File: src/hdl/assert_macros.svh
// ----------------------------------------------------------------------------
// Assertion macros
// Shared concurrent assertion helpers, compiled out for synthesis.
// ----------------------------------------------------------------------------
`ifndef ASSERT_MACROS_SVH
`define ASSERT_MACROS_SVH

`ifndef SYNTHESIS
// property must hold at every clock edge outside reset
`define ASSERT_CHK(name, clk, rst_n, prop) \
  name: assert property (@(posedge clk) disable iff (!rst_n) (prop)) \
    else $error("assertion failed");
// condition must never be true outside reset
`define ASSERT_NEVER(name, clk, rst_n, cond) \
  name: assert property (@(posedge clk) disable iff (!rst_n) !(cond)) \
    else $error("forbidden condition seen");
`else
`define ASSERT_CHK(name, clk, rst_n, prop)
`define ASSERT_NEVER(name, clk, rst_n, cond)
`endif

`endif

File: src/hdl/md2_pkg.sv
// ----------------------------------------------------------------------------
// md2_pkg
// Types, constants and the S-box shared by the MD2 engine.
// ----------------------------------------------------------------------------
package md2_pkg;

  localparam int unsigned BlockBytes  = 16;
  localparam int unsigned MixBytes    = 48;
  localparam int unsigned MixRounds   = 18;
  localparam int unsigned DigestBytes = 16;
  localparam int unsigned QueueDepth  = 4;

  typedef struct packed {
    logic       finish;
    logic [7:0] data;
  } item_t;

  typedef struct packed {
    logic [7:0] digest;
    logic       last;
  } emit_t;

  typedef enum logic [4:0] {
    S_IDLE = 5'b00001,
    S_PAD  = 5'b00010,
    S_SUM  = 5'b00100,
    S_MIX  = 5'b01000,
    S_EMIT = 5'b10000
  } state_e;

  // which block the engine is working on
  typedef enum logic [1:0] {
    PH_DATA  = 2'd0,
    PH_PAD   = 2'd1,
    PH_FINAL = 2'd2
  } phase_e;

  localparam logic [7:0] SBOX [256] = '{
    8'd41,  8'd46,  8'd67,  8'd201, 8'd162, 8'd216, 8'd124, 8'd1,
    8'd61,  8'd54,  8'd84,  8'd161, 8'd236, 8'd240, 8'd6,   8'd19,
    8'd98,  8'd167, 8'd5,   8'd243, 8'd192, 8'd199, 8'd115, 8'd140,
    8'd152, 8'd147, 8'd43,  8'd217, 8'd188, 8'd76,  8'd130, 8'd202,
    8'd30,  8'd155, 8'd87,  8'd60,  8'd253, 8'd212, 8'd224, 8'd22,
    8'd103, 8'd66,  8'd111, 8'd24,  8'd138, 8'd23,  8'd229, 8'd18,
    8'd190, 8'd78,  8'd196, 8'd214, 8'd218, 8'd158, 8'd222, 8'd73,
    8'd160, 8'd251, 8'd245, 8'd142, 8'd187, 8'd47,  8'd238, 8'd122,
    8'd169, 8'd104, 8'd121, 8'd145, 8'd21,  8'd178, 8'd7,   8'd63,
    8'd148, 8'd194, 8'd16,  8'd137, 8'd11,  8'd34,  8'd95,  8'd33,
    8'd128, 8'd127, 8'd93,  8'd154, 8'd90,  8'd144, 8'd50,  8'd39,
    8'd53,  8'd62,  8'd204, 8'd231, 8'd191, 8'd247, 8'd151, 8'd3,
    8'd255, 8'd25,  8'd48,  8'd179, 8'd72,  8'd165, 8'd181, 8'd209,
    8'd215, 8'd94,  8'd146, 8'd42,  8'd172, 8'd86,  8'd170, 8'd198,
    8'd79,  8'd184, 8'd56,  8'd210, 8'd150, 8'd164, 8'd125, 8'd182,
    8'd118, 8'd252, 8'd107, 8'd226, 8'd156, 8'd116, 8'd4,   8'd241,
    8'd69,  8'd157, 8'd112, 8'd89,  8'd100, 8'd113, 8'd135, 8'd32,
    8'd134, 8'd91,  8'd207, 8'd101, 8'd230, 8'd45,  8'd168, 8'd2,
    8'd27,  8'd96,  8'd37,  8'd173, 8'd174, 8'd176, 8'd185, 8'd246,
    8'd28,  8'd70,  8'd97,  8'd105, 8'd52,  8'd64,  8'd126, 8'd15,
    8'd85,  8'd71,  8'd163, 8'd35,  8'd221, 8'd81,  8'd175, 8'd58,
    8'd195, 8'd92,  8'd249, 8'd206, 8'd186, 8'd197, 8'd234, 8'd38,
    8'd44,  8'd83,  8'd13,  8'd110, 8'd133, 8'd40,  8'd132, 8'd9,
    8'd211, 8'd223, 8'd205, 8'd244, 8'd65,  8'd129, 8'd77,  8'd82,
    8'd106, 8'd220, 8'd55,  8'd200, 8'd108, 8'd193, 8'd171, 8'd250,
    8'd36,  8'd225, 8'd123, 8'd8,   8'd12,  8'd189, 8'd177, 8'd74,
    8'd120, 8'd136, 8'd149, 8'd139, 8'd227, 8'd99,  8'd232, 8'd109,
    8'd233, 8'd203, 8'd213, 8'd254, 8'd59,  8'd0,   8'd29,  8'd57,
    8'd242, 8'd239, 8'd183, 8'd14,  8'd102, 8'd88,  8'd208, 8'd228,
    8'd166, 8'd119, 8'd114, 8'd248, 8'd235, 8'd117, 8'd75,  8'd10,
    8'd49,  8'd68,  8'd80,  8'd180, 8'd143, 8'd237, 8'd31,  8'd26,
    8'd219, 8'd153, 8'd141, 8'd51,  8'd159, 8'd17,  8'd131, 8'd20
  };

endpackage

File: src/hdl/md2_front.sv
// ----------------------------------------------------------------------------
// md2_front
// Input queue: takes items from the push side and hands them, classified,
// to the compression engine.
// ----------------------------------------------------------------------------
`include "assert_macros.svh"

module md2_front #(
  parameter int unsigned Depth = md2_pkg::QueueDepth
) (
  input  logic            clk_i,
  input  logic            rst_ni,
  input  logic            push,
  output logic            full,
  input  logic            cmd_i,
  input  logic [7:0]      data_byte_i,
  output logic            valid_o,
  output md2_pkg::item_t  item_o,
  input  logic            take_i
);

  localparam int unsigned PtrW = (Depth > 1) ? $clog2(Depth) : 1;
  localparam int unsigned CntW = $clog2(Depth + 1);

  md2_pkg::item_t mem_q [Depth];
  logic [PtrW-1:0] wr_q, rd_q;
  logic [CntW-1:0] cnt_q;
  logic            push_ok, take_ok;

  function automatic logic [PtrW-1:0] next_ptr(input logic [PtrW-1:0] p);
    logic [PtrW-1:0] r;
    r = (p == PtrW'(Depth - 1)) ? '0 : p + 1'b1;
    return r;
  endfunction

  assign full    = (cnt_q == CntW'(Depth));
  assign valid_o = (cnt_q != '0);
  assign item_o  = mem_q[rd_q];
  assign push_ok = push && !full;
  assign take_ok = take_i && valid_o;

  always_ff @(posedge clk_i) begin
    if (push_ok) begin
      mem_q[wr_q] <= '{finish: cmd_i, data: data_byte_i};
    end
  end

  always_ff @(posedge clk_i or negedge rst_ni) begin
    if (!rst_ni) begin
      wr_q  <= '0;
      rd_q  <= '0;
      cnt_q <= '0;
    end else begin
      if (push_ok) wr_q <= next_ptr(wr_q);
      if (take_ok) rd_q <= next_ptr(rd_q);
      if (push_ok && !take_ok) begin
        cnt_q <= cnt_q + 1'b1;
      end else if (take_ok && !push_ok) begin
        cnt_q <= cnt_q - 1'b1;
      end
    end
  end

  `ASSERT_NEVER(a_take_when_empty, clk_i, rst_ni, take_i && !valid_o)
  `ASSERT_CHK(a_cnt_bound, clk_i, rst_ni, cnt_q <= CntW'(Depth))

endmodule

File: src/hdl/md2_back.sv
// ----------------------------------------------------------------------------
// md2_back
// Compression engine: block buffer, checksum and 48-byte mix state as
// rotating byte lines, one S-box lookup per cycle.
// ----------------------------------------------------------------------------
`include "assert_macros.svh"

module md2_back (
  input  logic            clk_i,
  input  logic            rst_ni,
  input  logic            valid_i,
  input  md2_pkg::item_t  item_i,
  output logic            take_o,
  output logic            emit_valid_o,
  output md2_pkg::emit_t  emit_o,
  input  logic            emit_ready_i
);

  localparam int unsigned Bb = md2_pkg::BlockBytes;
  localparam int unsigned Mb = md2_pkg::MixBytes;

  md2_pkg::state_e state_q, state_d;
  md2_pkg::phase_e phase_q, phase_d;

  logic [7:0] buf_q [Bb];
  logic [7:0] buf_d [Bb];
  logic [7:0] cs_q  [Bb];
  logic [7:0] cs_d  [Bb];
  logic [7:0] mix_q [Mb];
  logic [7:0] mix_d [Mb];

  logic [3:0] fill_q, fill_d;
  logic [3:0] step_q, step_d;
  logic [5:0] col_q, col_d;
  logic [4:0] round_q, round_d;
  logic [7:0] run_q, run_d;
  logic [4:0] pad_q, pad_d;

  logic [7:0] in_byte;
  logic       shift_in;
  logic [7:0] cs_new, mix_new;

  assign take_o       = (state_q == md2_pkg::S_IDLE) && valid_i;
  assign emit_valid_o = (state_q == md2_pkg::S_EMIT);
  assign emit_o       = '{digest: mix_q[0],
                          last: (step_q == 4'(md2_pkg::DigestBytes - 1))};

  // checksum runs off the previously written checksum byte, which sits at the tail
  assign cs_new  = cs_q[0] ^ md2_pkg::SBOX[buf_q[0] ^ cs_q[Bb-1]];
  assign mix_new = mix_q[0] ^ md2_pkg::SBOX[run_q];

  always_comb begin
    state_d = state_q;
    phase_d = phase_q;
    buf_d   = buf_q;
    cs_d    = cs_q;
    mix_d   = mix_q;
    fill_d  = fill_q;
    step_d  = step_q;
    col_d   = col_q;
    round_d = round_q;
    run_d   = run_q;
    pad_d   = pad_q;
    shift_in = 1'b0;
    in_byte  = {3'b000, pad_q};

    case (state_q)
      md2_pkg::S_IDLE: begin
        if (valid_i) begin
          if (!item_i.finish) begin
            shift_in = 1'b1;
            in_byte  = item_i.data;
          end else begin
            pad_d   = 5'(Bb) - {1'b0, fill_q};
            phase_d = md2_pkg::PH_PAD;
            state_d = md2_pkg::S_PAD;
          end
        end
      end
      md2_pkg::S_PAD: begin
        shift_in = 1'b1;
      end
      md2_pkg::S_SUM: begin
        for (int k = 0; k < Bb - 1; k++) begin
          buf_d[k]      = buf_q[k+1];
          cs_d[k]       = cs_q[k+1];
          mix_d[k]      = mix_q[k+1];
          mix_d[Bb+k]   = mix_q[Bb+k+1];
          mix_d[2*Bb+k] = mix_q[2*Bb+k+1];
        end
        buf_d[Bb-1]   = buf_q[0];
        cs_d[Bb-1]    = cs_new;
        mix_d[Bb-1]   = mix_q[0];
        mix_d[2*Bb-1] = buf_q[0];
        mix_d[Mb-1]   = buf_q[0] ^ mix_q[0];
        step_d = step_q + 1'b1;
        if (step_q == 4'(Bb - 1)) begin
          col_d   = '0;
          round_d = '0;
          run_d   = '0;
          state_d = md2_pkg::S_MIX;
        end
      end
      md2_pkg::S_MIX: begin
        for (int k = 0; k < Mb - 1; k++) begin
          mix_d[k] = mix_q[k+1];
        end
        mix_d[Mb-1] = mix_new;
        run_d = mix_new;
        col_d = col_q + 1'b1;
        if (col_q == 6'(Mb - 1)) begin
          col_d   = '0;
          run_d   = mix_new + {3'b000, round_q};
          round_d = round_q + 1'b1;
          if (round_q == 5'(md2_pkg::MixRounds - 1)) begin
            step_d = '0;
            case (phase_q)
              md2_pkg::PH_PAD: begin
                // checksum goes in as the final block
                buf_d   = cs_q;
                phase_d = md2_pkg::PH_FINAL;
                state_d = md2_pkg::S_SUM;
              end
              md2_pkg::PH_FINAL: begin
                state_d = md2_pkg::S_EMIT;
              end
              default: begin
                state_d = md2_pkg::S_IDLE;
              end
            endcase
          end
        end
      end
      md2_pkg::S_EMIT: begin
        if (emit_ready_i) begin
          for (int k = 0; k < Bb - 1; k++) begin
            mix_d[k] = mix_q[k+1];
          end
          step_d = step_q + 1'b1;
          if (step_q == 4'(md2_pkg::DigestBytes - 1)) begin
            for (int k = 0; k < Bb; k++) cs_d[k] = '0;
            for (int k = 0; k < Mb; k++) mix_d[k] = '0;
            fill_d  = '0;
            step_d  = '0;
            phase_d = md2_pkg::PH_DATA;
            state_d = md2_pkg::S_IDLE;
          end
        end
      end
      default: begin
        state_d = md2_pkg::S_IDLE;
      end
    endcase

    // byte into the block buffer; a full buffer starts compression
    if (shift_in) begin
      for (int k = 0; k < Bb - 1; k++) begin
        buf_d[k] = buf_q[k+1];
      end
      buf_d[Bb-1] = in_byte;
      if (fill_q == 4'(Bb - 1)) begin
        fill_d  = '0;
        step_d  = '0;
        state_d = md2_pkg::S_SUM;
      end else begin
        fill_d = fill_q + 1'b1;
      end
    end
  end

  always_ff @(posedge clk_i) begin
    buf_q <= buf_d;
  end

  always_ff @(posedge clk_i or negedge rst_ni) begin
    if (!rst_ni) begin
      state_q <= md2_pkg::S_IDLE;
      phase_q <= md2_pkg::PH_DATA;
      fill_q  <= '0;
      step_q  <= '0;
      col_q   <= '0;
      round_q <= '0;
      run_q   <= '0;
      pad_q   <= '0;
      for (int k = 0; k < Bb; k++) cs_q[k] <= '0;
      for (int k = 0; k < Mb; k++) mix_q[k] <= '0;
    end else begin
      state_q <= state_d;
      phase_q <= phase_d;
      fill_q  <= fill_d;
      step_q  <= step_d;
      col_q   <= col_d;
      round_q <= round_d;
      run_q   <= run_d;
      pad_q   <= pad_d;
      cs_q    <= cs_d;
      mix_q   <= mix_d;
    end
  end

  `ASSERT_CHK(a_fill_clear_in_compress, clk_i, rst_ni,
    (state_q == md2_pkg::S_SUM || state_q == md2_pkg::S_MIX) |-> fill_q == '0)
  `ASSERT_CHK(a_emit_only_final, clk_i, rst_ni,
    (state_q == md2_pkg::S_EMIT) |-> (phase_q == md2_pkg::PH_FINAL))
  `ASSERT_CHK(a_idle_after_last, clk_i, rst_ni,
    (emit_valid_o && emit_ready_i && emit_o.last) |=> (state_q == md2_pkg::S_IDLE))

endmodule

File: src/hdl/md2_hash.sv
// ----------------------------------------------------------------------------
// md2_hash
// MD2 message digest engine: input queue, compression engine and an
// output register for the digest bytes.
// ----------------------------------------------------------------------------
//  channel   handshake          payload
//  input     push / full        cmd_i, data_byte_i
//  result    empty / pop        digest_byte_o, last_of_digest_o
//
//  An absorb item is shifted into the block buffer; the sixteenth byte of a block
//  starts a checksum pass and the mix rounds (one S-box lookup per cycle in
//  the serial mix loop).
//  A finish item takes up to 16 pad bytes plus two block compressions, then
//  16 digest bytes at one per cycle while pop is held.
//  Reset clears checksum and mix state at once; no item is needed to start.
//  Items queue in front while the engine is busy or results wait.
// ----------------------------------------------------------------------------
`include "assert_macros.svh"

module md2_hash #(
  parameter int unsigned QueueDepth = md2_pkg::QueueDepth
) (
  input  logic       clk_i,
  input  logic       rst_ni,
  input  logic       push,
  output logic       full,
  input  logic       cmd_i,
  input  logic [7:0] data_byte_i,
  output logic       empty,
  input  logic       pop,
  output logic [7:0] digest_byte_o,
  output logic       last_of_digest_o
);

  logic           item_valid, item_take;
  md2_pkg::item_t item;
  logic           emit_valid, emit_ready;
  md2_pkg::emit_t emit;
  logic           out_valid_q;
  md2_pkg::emit_t out_q;

  md2_front #(
    .Depth (QueueDepth)
  ) u_front (
    .clk_i       (clk_i),
    .rst_ni      (rst_ni),
    .push        (push),
    .full        (full),
    .cmd_i       (cmd_i),
    .data_byte_i (data_byte_i),
    .valid_o     (item_valid),
    .item_o      (item),
    .take_i      (item_take)
  );

  md2_back u_back (
    .clk_i        (clk_i),
    .rst_ni       (rst_ni),
    .valid_i      (item_valid),
    .item_i       (item),
    .take_o       (item_take),
    .emit_valid_o (emit_valid),
    .emit_o       (emit),
    .emit_ready_i (emit_ready)
  );

  assign emit_ready = !out_valid_q || pop;

  always_ff @(posedge clk_i) begin
    if (emit_valid && emit_ready) begin
      out_q <= emit;
    end
  end

  always_ff @(posedge clk_i or negedge rst_ni) begin
    if (!rst_ni) begin
      out_valid_q <= 1'b0;
    end else if (emit_ready) begin
      out_valid_q <= emit_valid;
    end
  end

  assign empty            = !out_valid_q;
  assign digest_byte_o    = out_q.digest;
  assign last_of_digest_o = out_q.last;

endmodule

File: config.mk
export PLATFORM = sky130hd
export DESIGN_NAME = md2_hash
export DESIGN_NICKNAME = d
export VERILOG_FILES = /design/src/hdl/md2_pkg.sv /design/src/hdl/md2_front.sv /design/src/hdl/md2_back.sv /design/src/hdl/md2_hash.sv
export VERILOG_INCLUDE_DIRS = /design/src /design/src/hdl
export SDC_FILE = /design/constraint.sdc
export NUM_CORES = 1
export LEC_CHECK = 0
export ABC_AREA = 1
export BUFFER_PORTS_ARGS = -buffer_cell sky130_fd_sc_hd__buf_2
export CAP_MARGIN = 20
export CORE_ASPECT_RATIO = 0.5
export CORE_MARGIN = 2
export CORE_UTILIZATION = 55
export DETAILED_ROUTE_END_ITERATION = 8
export PLACE_DENSITY = 0.69
export SETUP_SLACK_MARGIN = 0.1
export SYNTH_ARGS = -nofsm -noshare
export SYNTH_HDL_FRONTEND = slang
export SYNTH_SLANG_ARGS = --single-unit
File: constraint.sdc
create_clock -name clk_i -period 18.05 [get_ports clk_i]
set_clock_uncertainty 0.1 [all_clocks]
set_input_delay 3.61 -clock clk_i [delete_from_list [all_inputs] [get_ports clk_i]]
set_output_delay 3.61 -clock clk_i [all_outputs]
set_load 0.01 [all_outputs]
==> impl_metrics.env, run 1 <==
export IMPL_clock_latency_ns=0.65
export IMPL_ys_flop_type="dfrtp_1"
export IMPL_p_clk_share_pct=20.3
export IMPL_wl_per_cell_um=19.7
export IMPL_switching_power_mw=2.82
export IMPL_synthTopCellsByArea="dfrtp_1, edfxtp_1, nand2_1, nand3_1, o21ai_0"
export IMPL_ctsResizeCount=0
export IMPL_grt_overflow_total=0
export IMPL_startpoint_type="input port"
export IMPL_clk_path_buf_depth=3
export IMPL_dp_hpwl_mm=61.1
export IMPL_ys_types=51
export IMPL_power_internal_mw=4.00
export IMPL_cts_made_buffers=60
export IMPL_cts_root_buf="clkbuf_16"
export IMPL_die_h_um=183
export IMPL_synth_edf_count=173
export IMPL_grt_start_max_net_pins=169
export IMPL_crit_type="in -> reg"
export IMPL_yosys_top_cells_count="nand2_1, nand3_1, dfrtp_1"
export IMPL_timing_hold_violations_final=0
export IMPL_grt_pass1_wl_mm=158
export IMPL_yosysMostFrequentCell="nand2_1"
export IMPL_rows=65
export IMPL_hold_class="reg -> reg"
export IMPL_synth_warnings=0
export IMPL_antenna_left=0
export IMPL_syn_inst=4278
export IMPL_nNetsFinal=4196
export IMPL_fmax_ghz=0.173
export IMPL_vias=29700
export IMPL_area_delta_synth_final_pct=7.59
export IMPL_tns_ns=0
export IMPL_holdBufCountCts=0
export IMPL_peakVddDrop_uv=163
export IMPL_setup_viol=0
export IMPL_combPwrFrac_pct=38.6
export IMPL_cp_end_kind="flip-flop"
export IMPL_power_switching_share_pct=41.4
export IMPL_drtIter0Drc=3775
export IMPL_fin_crit_sh_pct=32.0
export IMPL_min_period_ns=5.78
export IMPL_nFillCells=5584
export IMPL_synth_area_sq_um=35400
export IMPL_port_buffers=23
export IMPL_p_leak_nw=18.4
export IMPL_synth_top_area_share_pct=39.5
export IMPL_holdWs_ns=0.373
export IMPL_maxCapViolCount=0
export IMPL_initial_core_util_pct=55.9
export IMPL_htreeDepth=2
export IMPL_yosysSeqAreaShare_pct=54.2
export IMPL_multi_input_area_sq_um=13900
export IMPL_clkSinkCount=732
export IMPL_seq_area_sq_um=19200
export IMPL_slew_violations=0
export IMPL_grt_antenna_before_repair=2
export IMPL_place_congestion=0.964
export IMPL_tightest_slew_ns=1.09
export IMPL_clk_pin_slew_ns=0.07
export IMPL_yosys_area_top_type="dfrtp_1"
export IMPL_synth_async_reset_ratio_pct=76.4
export IMPL_core_area_sq_um=63300
export IMPL_first_global_vias=27900
export IMPL_seq_power_share_pct=41.1
export IMPL_powerDensity_nw_per_um2=179
export IMPL_slew_headroom_pct=27.4
export IMPL_avgSynthCellArea_sq_um=8.27
export IMPL_first_pass_iters=7
export IMPL_wl_mm=98.8
export IMPL_ioPinCount=24
export IMPL_dieWidth_um=363
export IMPL_yosys_register_bits=732
export IMPL_cts_setup_buffers=0
export IMPL_die_area_sq_um=66500
export IMPL_rsz0062_at_grt="no"
export IMPL_tritoncts="yes"
export IMPL_status="finished, final reports clean"
export IMPL_track_usage_pct=29.7
export IMPL_drive_gt1_share_pct=5.39
export IMPL_worstPathArrival_ns=6.15
export IMPL_via_per_inst=5.90
export IMPL_synth_net_count=4336
export IMPL_drc_errors=0
export IMPL_worstPathRequired_ns=18.42
export IMPL_cp_max_fo=118
==> worst max-delay path, cell delays in order <==
cell     delay [ns]
buf_2          0.10
nor2_1         0.25
inv_1          0.12
nor2_1         0.28
inv_1          0.14
nand2_4        0.47
buf_4          0.85
o21ai_0        0.22
==> power groups by stage <==
stage	Clock, mW	Sequential, mW	Combinational [mW]
3_5_place_dp	0	2.83	2.56
6_report	1.39	2.81	2.63
3_3_place_gp	0	2.81	2.54
2_1_floorplan	0	2.76	1.82
4_1_cts	1.41	2.80	2.58
5_1_grt	1.48	2.88	2.92
==> worst paths after layout <==
check	start	depth (start not counted)	endpoint	slack (ns)
max	pop	8	u_back.mix_q[265]	12.27
min	u_back.mix_q[89]	2	u_back.mix_q[89]	0.37
max reg2reg	u_back.run_q[0]	22	u_back.run_q[6]	12.94
min reg2reg	u_back.mix_q[89]	2	u_back.mix_q[89]	0.37
max in group asynchronous	rst_ni	4	u_back.cs_q[107]	12.80
min in group asynchronous	rst_ni	1	u_back.mix_q[338]	2.87
==> cell families (layout without fill, tap and decap cells) <==
kind of cell | Yosys count | in the layout | share of synthesized area, %
other cells | 0 | 1 | 0
mux | 1 | 1 | 0.0318
xor+xnor | 22 | 22 | 0.662
fa+ha+maj | 45 | 45 | 1.63
compound gates | 601 | 601 | 9.52
buf+inv | 592 | 504 | 6.62
flops | 732 | 732 | 54.2
simple gates | 2285 | 2285 | 27.3
==> layout by cell type, fill, tap and decap left out, types with 4 or more instances in the layout <==
master and count:
a31oi_1 6, o22ai_1 147, clkbuf_16 60, o211ai_1 23, o31ai_1 25, clkbuf_8 17
ha_1 43, clkinv_1 4, buf_2 22, inv_1 303, edfxtp_1 173, nand3_1 762
nor2_1 130, nor2_2 4, nand4_1 13, or2_2 4, a21oi_1 84, clkinv_2 15
buf_4 43, nand2_4 4, bufinv_16 5, o21ai_0 300, nand2_1 1348, clkinvlp_4 5
clkbuf_1 5, xor2_1 12, xnor2_1 4, inv_2 12, dfrtp_1 555, nand2_2 4
==> metrics by stage <==
step | total power [mW] | cells | instance area (sq um) | utilization [%] | setup WS (ns)
finish | 6.83 | 5028 | 38000 | 60.1 | 12.27
global route | 7.28 | 5027 | 38000 | 60.1 | 12.04
CTS | 6.80 | 5024 | 38000 | 60.0 | 12.33
detailed placement | 5.39 | 4910 | 35800 | 56.6 | 11.67
global placement | 5.35 | 4910 | 35800 | 56.6 | 11.79
floorplan | 4.57 | 4278 | 35400 | - | 6.93
==> layer usage <==
| metal | vias up | global-route usage, % | wire length, um |
|---|---|---|---|
| met4 | 2 | 9.21 | 3060 |
| li1 | 13900 | - | - |
| met2 | 1185 | 44.4 | 43200 |
| met3 | 212 | 4.93 | 7530 |
| met1 | 14300 | 44.6 | 45000 |
| met5 | - | 0 | 13 |
==> cell type report <==
type	count	share of cell area, %
Sequential cell	732	50.4
Multi-Input combinational cell	2954	36.6
Clock buffer	82	4.61
Inverter	320	3.17
Tap cell	837	2.75
Timing Repair Buffer	70	1.45
Clock inverter	32	0.977
Antenna cell	1	0.00658
==> sequential cells by signal (all words and copies together) (netlist names), 5 cells and up <==
signal          cells
digest_byte_o       8
u_back.buf_q      128
u_back.col_q        6
u_back.cs_q       128
u_back.emit_o       8
u_back.mix_q      376
u_back.pad_q        5
u_back.round_q      5
u_back.run_q        8
u_back.state_q      5
u_front.mem_q      36
Note: power is estimated with default switching activity, not from simulation.
==> run 2: changes to the inputs <==
ABC_AREA = 0   (was 1)
clock period = 6 ns   (was 18.05 ns; I/O delays follow)
==> run 2 against run 1 <==
  * Hold slack lost 0.0044 ns
  * Setup slack lost 11 ns
  * Count of clock-buffer cells in the layout grew 7
  * Die area grew 2.7%
  * Synthesized cell count shrank 7.2%
  * Non-clock buffer count grew 42
  * Clock power grew to 3.2 times the previous value
  * Global-route usage grew 0.63 points
==> impl_metrics.env, run 2 <==
export IMPL_r2r_start="u_back.run_q[0]"
export IMPL_nNetsFinal=3858
export IMPL_slew_headroom_pct=27.9
export IMPL_holdBufCountCts=0
export IMPL_ctsResizeCount=0
export IMPL_synth_warnings=0
export IMPL_cp_max_fo=14
export IMPL_grt_pass1_wl_mm=163
export IMPL_yosysSeqAreaShare_pct=52.8
export IMPL_cts_setup_buffers=0
export IMPL_synthTopCellsByArea="dfrtp_1, edfxtp_1, nand2_1, o21ai_0, a22o_1"
export IMPL_rows=66
export IMPL_wl_mm=103
export IMPL_worstRegToRegCells=18
export IMPL_first_global_vias=28100
export IMPL_grt_antenna_before_repair=2
export IMPL_cts_root_buf="clkbuf_16"
export IMPL_powerDensity_nw_per_um2=526
export IMPL_initial_core_util_pct=55.7
export IMPL_ys_types=85
export IMPL_startpoint="u_back.run_q[0]"
export IMPL_core_area_sq_um=65200
export IMPL_cp_end_kind="flip-flop"
export IMPL_area_delta_synth_final_pct=8.06
export IMPL_yosys_area_top_type="dfrtp_1"
export IMPL_ys_flop_type="dfrtp_1"
export IMPL_clk_path_buf_depth=3
export IMPL_die_h_um=186
export IMPL_fin_crit_sh_pct=82.7
export IMPL_dieWidth_um=367
export IMPL_peakVddDrop_uv=420
export IMPL_multi_input_area_sq_um=15600
export IMPL_clk_pin_slew_ns=0.07
export IMPL_syn_inst=3968
export IMPL_crit_end="u_back.run_q[7]"
export IMPL_synth_async_reset_ratio_pct=76.4
export IMPL_synth_top_area_share_pct=38.4
export IMPL_via_per_inst=6.21
export IMPL_drive_gt1_share_pct=7.33
export IMPL_fmax_ghz=0.202
export IMPL_maxCapViolCount=0
export IMPL_diodes=0
export IMPL_setup_viol=0
export IMPL_worstPathArrival_ns=5.41
export IMPL_first_pass_iters=7
export IMPL_largest_register_ffs=376
export IMPL_track_usage_pct=30.4
export IMPL_synth_net_count=4026
export IMPL_reg2reg_to="u_back.run_q[7]"
export IMPL_synth_area_sq_um=36300
export IMPL_max_stage_delay_ns=0.76
export IMPL_slew_violations=0
export IMPL_dpl_instance_area_sq_um=37000
export IMPL_path_cells="inv_1 > ha_1 > or2_2 > a21oi_1 > o311ai_0 > o311ai_0 > o31a_1 > mux2i_1 > xnor2_1 > inv_1 > ha_1 > a21o_1 > a21oi_1 > nor2b_1 > o21a_1 > o21ai_0 > o311ai_0 > o211ai_1"
export IMPL_clkSinkCount=732
export IMPL_worstPathRequired_ns=6.45
export IMPL_final_cell_mix="nand2_1, dfrtp_1, o21ai_0"
export IMPL_yosysMostFrequentCell="nand2_1"
export IMPL_slowest_stage="ha_1"
export IMPL_status="finished, final reports clean"
export IMPL_nFillCells=5444
export IMPL_startpoint_type="flip-flop"
export IMPL_ioPinCount=24
export IMPL_port_buffers=23
export IMPL_holdWs_ns=0.368
export IMPL_tightest_slew_ns=1.08
export IMPL_min_period_ns=4.96
export IMPL_yosys_top_cells_count="nand2_1, dfrtp_1, o21ai_0"
export IMPL_clock_latency_ns=0.64
export IMPL_regMostFlops="u_back.mix_q"
export IMPL_ff2ff_setup_slack_ns=1.04
export IMPL_drtIter0Drc=4002
export IMPL_tritoncts="yes"
export IMPL_wl_per_cell_um=21.7
export IMPL_timing_hold_violations_final=0
export IMPL_hold_class="reg -> reg"
export IMPL_grt_overflow_total=0
export IMPL_grt_start_max_net_pins=278
export IMPL_die_area_sq_um=68200
export IMPL_synth_edf_count=173
export IMPL_rsz0062_at_grt="no"
export IMPL_yosys_register_bits=732
export IMPL_drc_errors=0
export IMPL_cp_common_cell="o311ai_0"
export IMPL_reg_top3="u_back.mix_q (376), u_back.buf_q (128), u_back.cs_q (128)"
export IMPL_p_leak_nw=16.5
export IMPL_htreeDepth=3
export IMPL_place_congestion=0.992
export IMPL_cts_made_buffers=66
export IMPL_tns_ns=0
export IMPL_seq_area_sq_um=19200
export IMPL_dp_hpwl_mm=63.8
export IMPL_antenna_left=0
export IMPL_crit_type="reg -> reg"
export IMPL_postLayoutCellArea_sq_um=39200
export IMPL_layout_commonest_cell="nand2_1"
export IMPL_vias=29400
export IMPL_avgSynthCellArea_sq_um=9.15
## run 2: changes by cell type after synthesis, sizes merged, moves of 48 or more
cell / change
nand3: -714
nor3: +48
nand2: -123
inv: -276
clkbuf: +107
o22ai: -137
a22o: +126
o21ai: +185
## run 2: metrics by stage
step / utilization (%) / setup WS [ns] / std cells / power, mW
after floorplan: - / 0.567 / 3968 / 13.3
after global placement: 56.8 / 1.16 / 4616 / 15.9
after detailed placement: 56.8 / 1.17 / 4616 / 15.9
after CTS: 60.2 / 1.16 / 4733 / 20.4
after global routing: 60.2 / 0.726 / 4733 / 21.7
final: 60.2 / 1.04 / 4733 / 20.6
## run 2: where the power goes
group | switching [mW] | total, mW | internal, mW | leakage, nW
logic | 5.56 | 8.38 | 2.82 | 7.06
registers | 0.928 | 7.85 | 6.92 | 8.39
clock network | 1.94 | 4.40 | 2.46 | 1.08
## run 2: routing by layer
metal	routed length (um)	up-vias	GRT usage (%)
met5	13	-	0
li1	-	13500	-
met3	7690	256	6.07
met1	46000	14500	44.0
met4	3750	2	11.5
met2	45100	1125	45.4
## run 2: worst min-delay path by stage
stage	start	endpoint	slack, ns	cells past startpoint
2_1_floorplan	u_back.emit_o[7]	digest_byte_o[6]	0.32	0
3_3_place_gp	u_back.pad_q[4]	u_back.pad_q[4]	0.36	2
3_5_place_dp	u_back.mix_q[171]	u_back.mix_q[179]	0.37	2
4_1_cts	u_back.mix_q[154]	u_back.mix_q[162]	0.37	2
5_1_grt	u_back.mix_q[154]	u_back.mix_q[162]	0.40	2
6_report	u_back.mix_q[88]	u_back.mix_q[96]	0.37	2
## run 2: layout make-up
cell class | instances | area share (%)
sequential | 732 | 48.9
multi-input combinational | 2846 | 39.9
clock buffer | 89 | 4.71
tap | 884 | 2.82
timing repair buffer | 112 | 2.37
clock inverter | 28 | 0.934
inverter | 42 | 0.402
## run 2: cell families after synthesis
kind of cell / count (synthesis) / synth area share [%]
adder cells (fa/ha/maj): 45 / 1.59
AND/OR/NAND/NOR: 1631 / 18.3
flip-flops: 732 / 52.8
multiplexers: 47 / 2.18
XOR/XNOR: 56 / 1.41
buffers and inverters: 390 / 4.47
AO/OA/AOI/OAI: 1067 / 19.2
## run 2: worst max-delay path, delay by kind of cell (launching register included)
family	cells	cell delay, ns
multiplexers	1	0.27
AO/OA/AOI/OAI	10	1.97
flip-flops	1	0.38
buffers and inverters	2	0.41
AND/OR/NAND/NOR	2	0.39
adder cells (fa/ha/maj)	2	1.05
XOR/XNOR	1	0.30
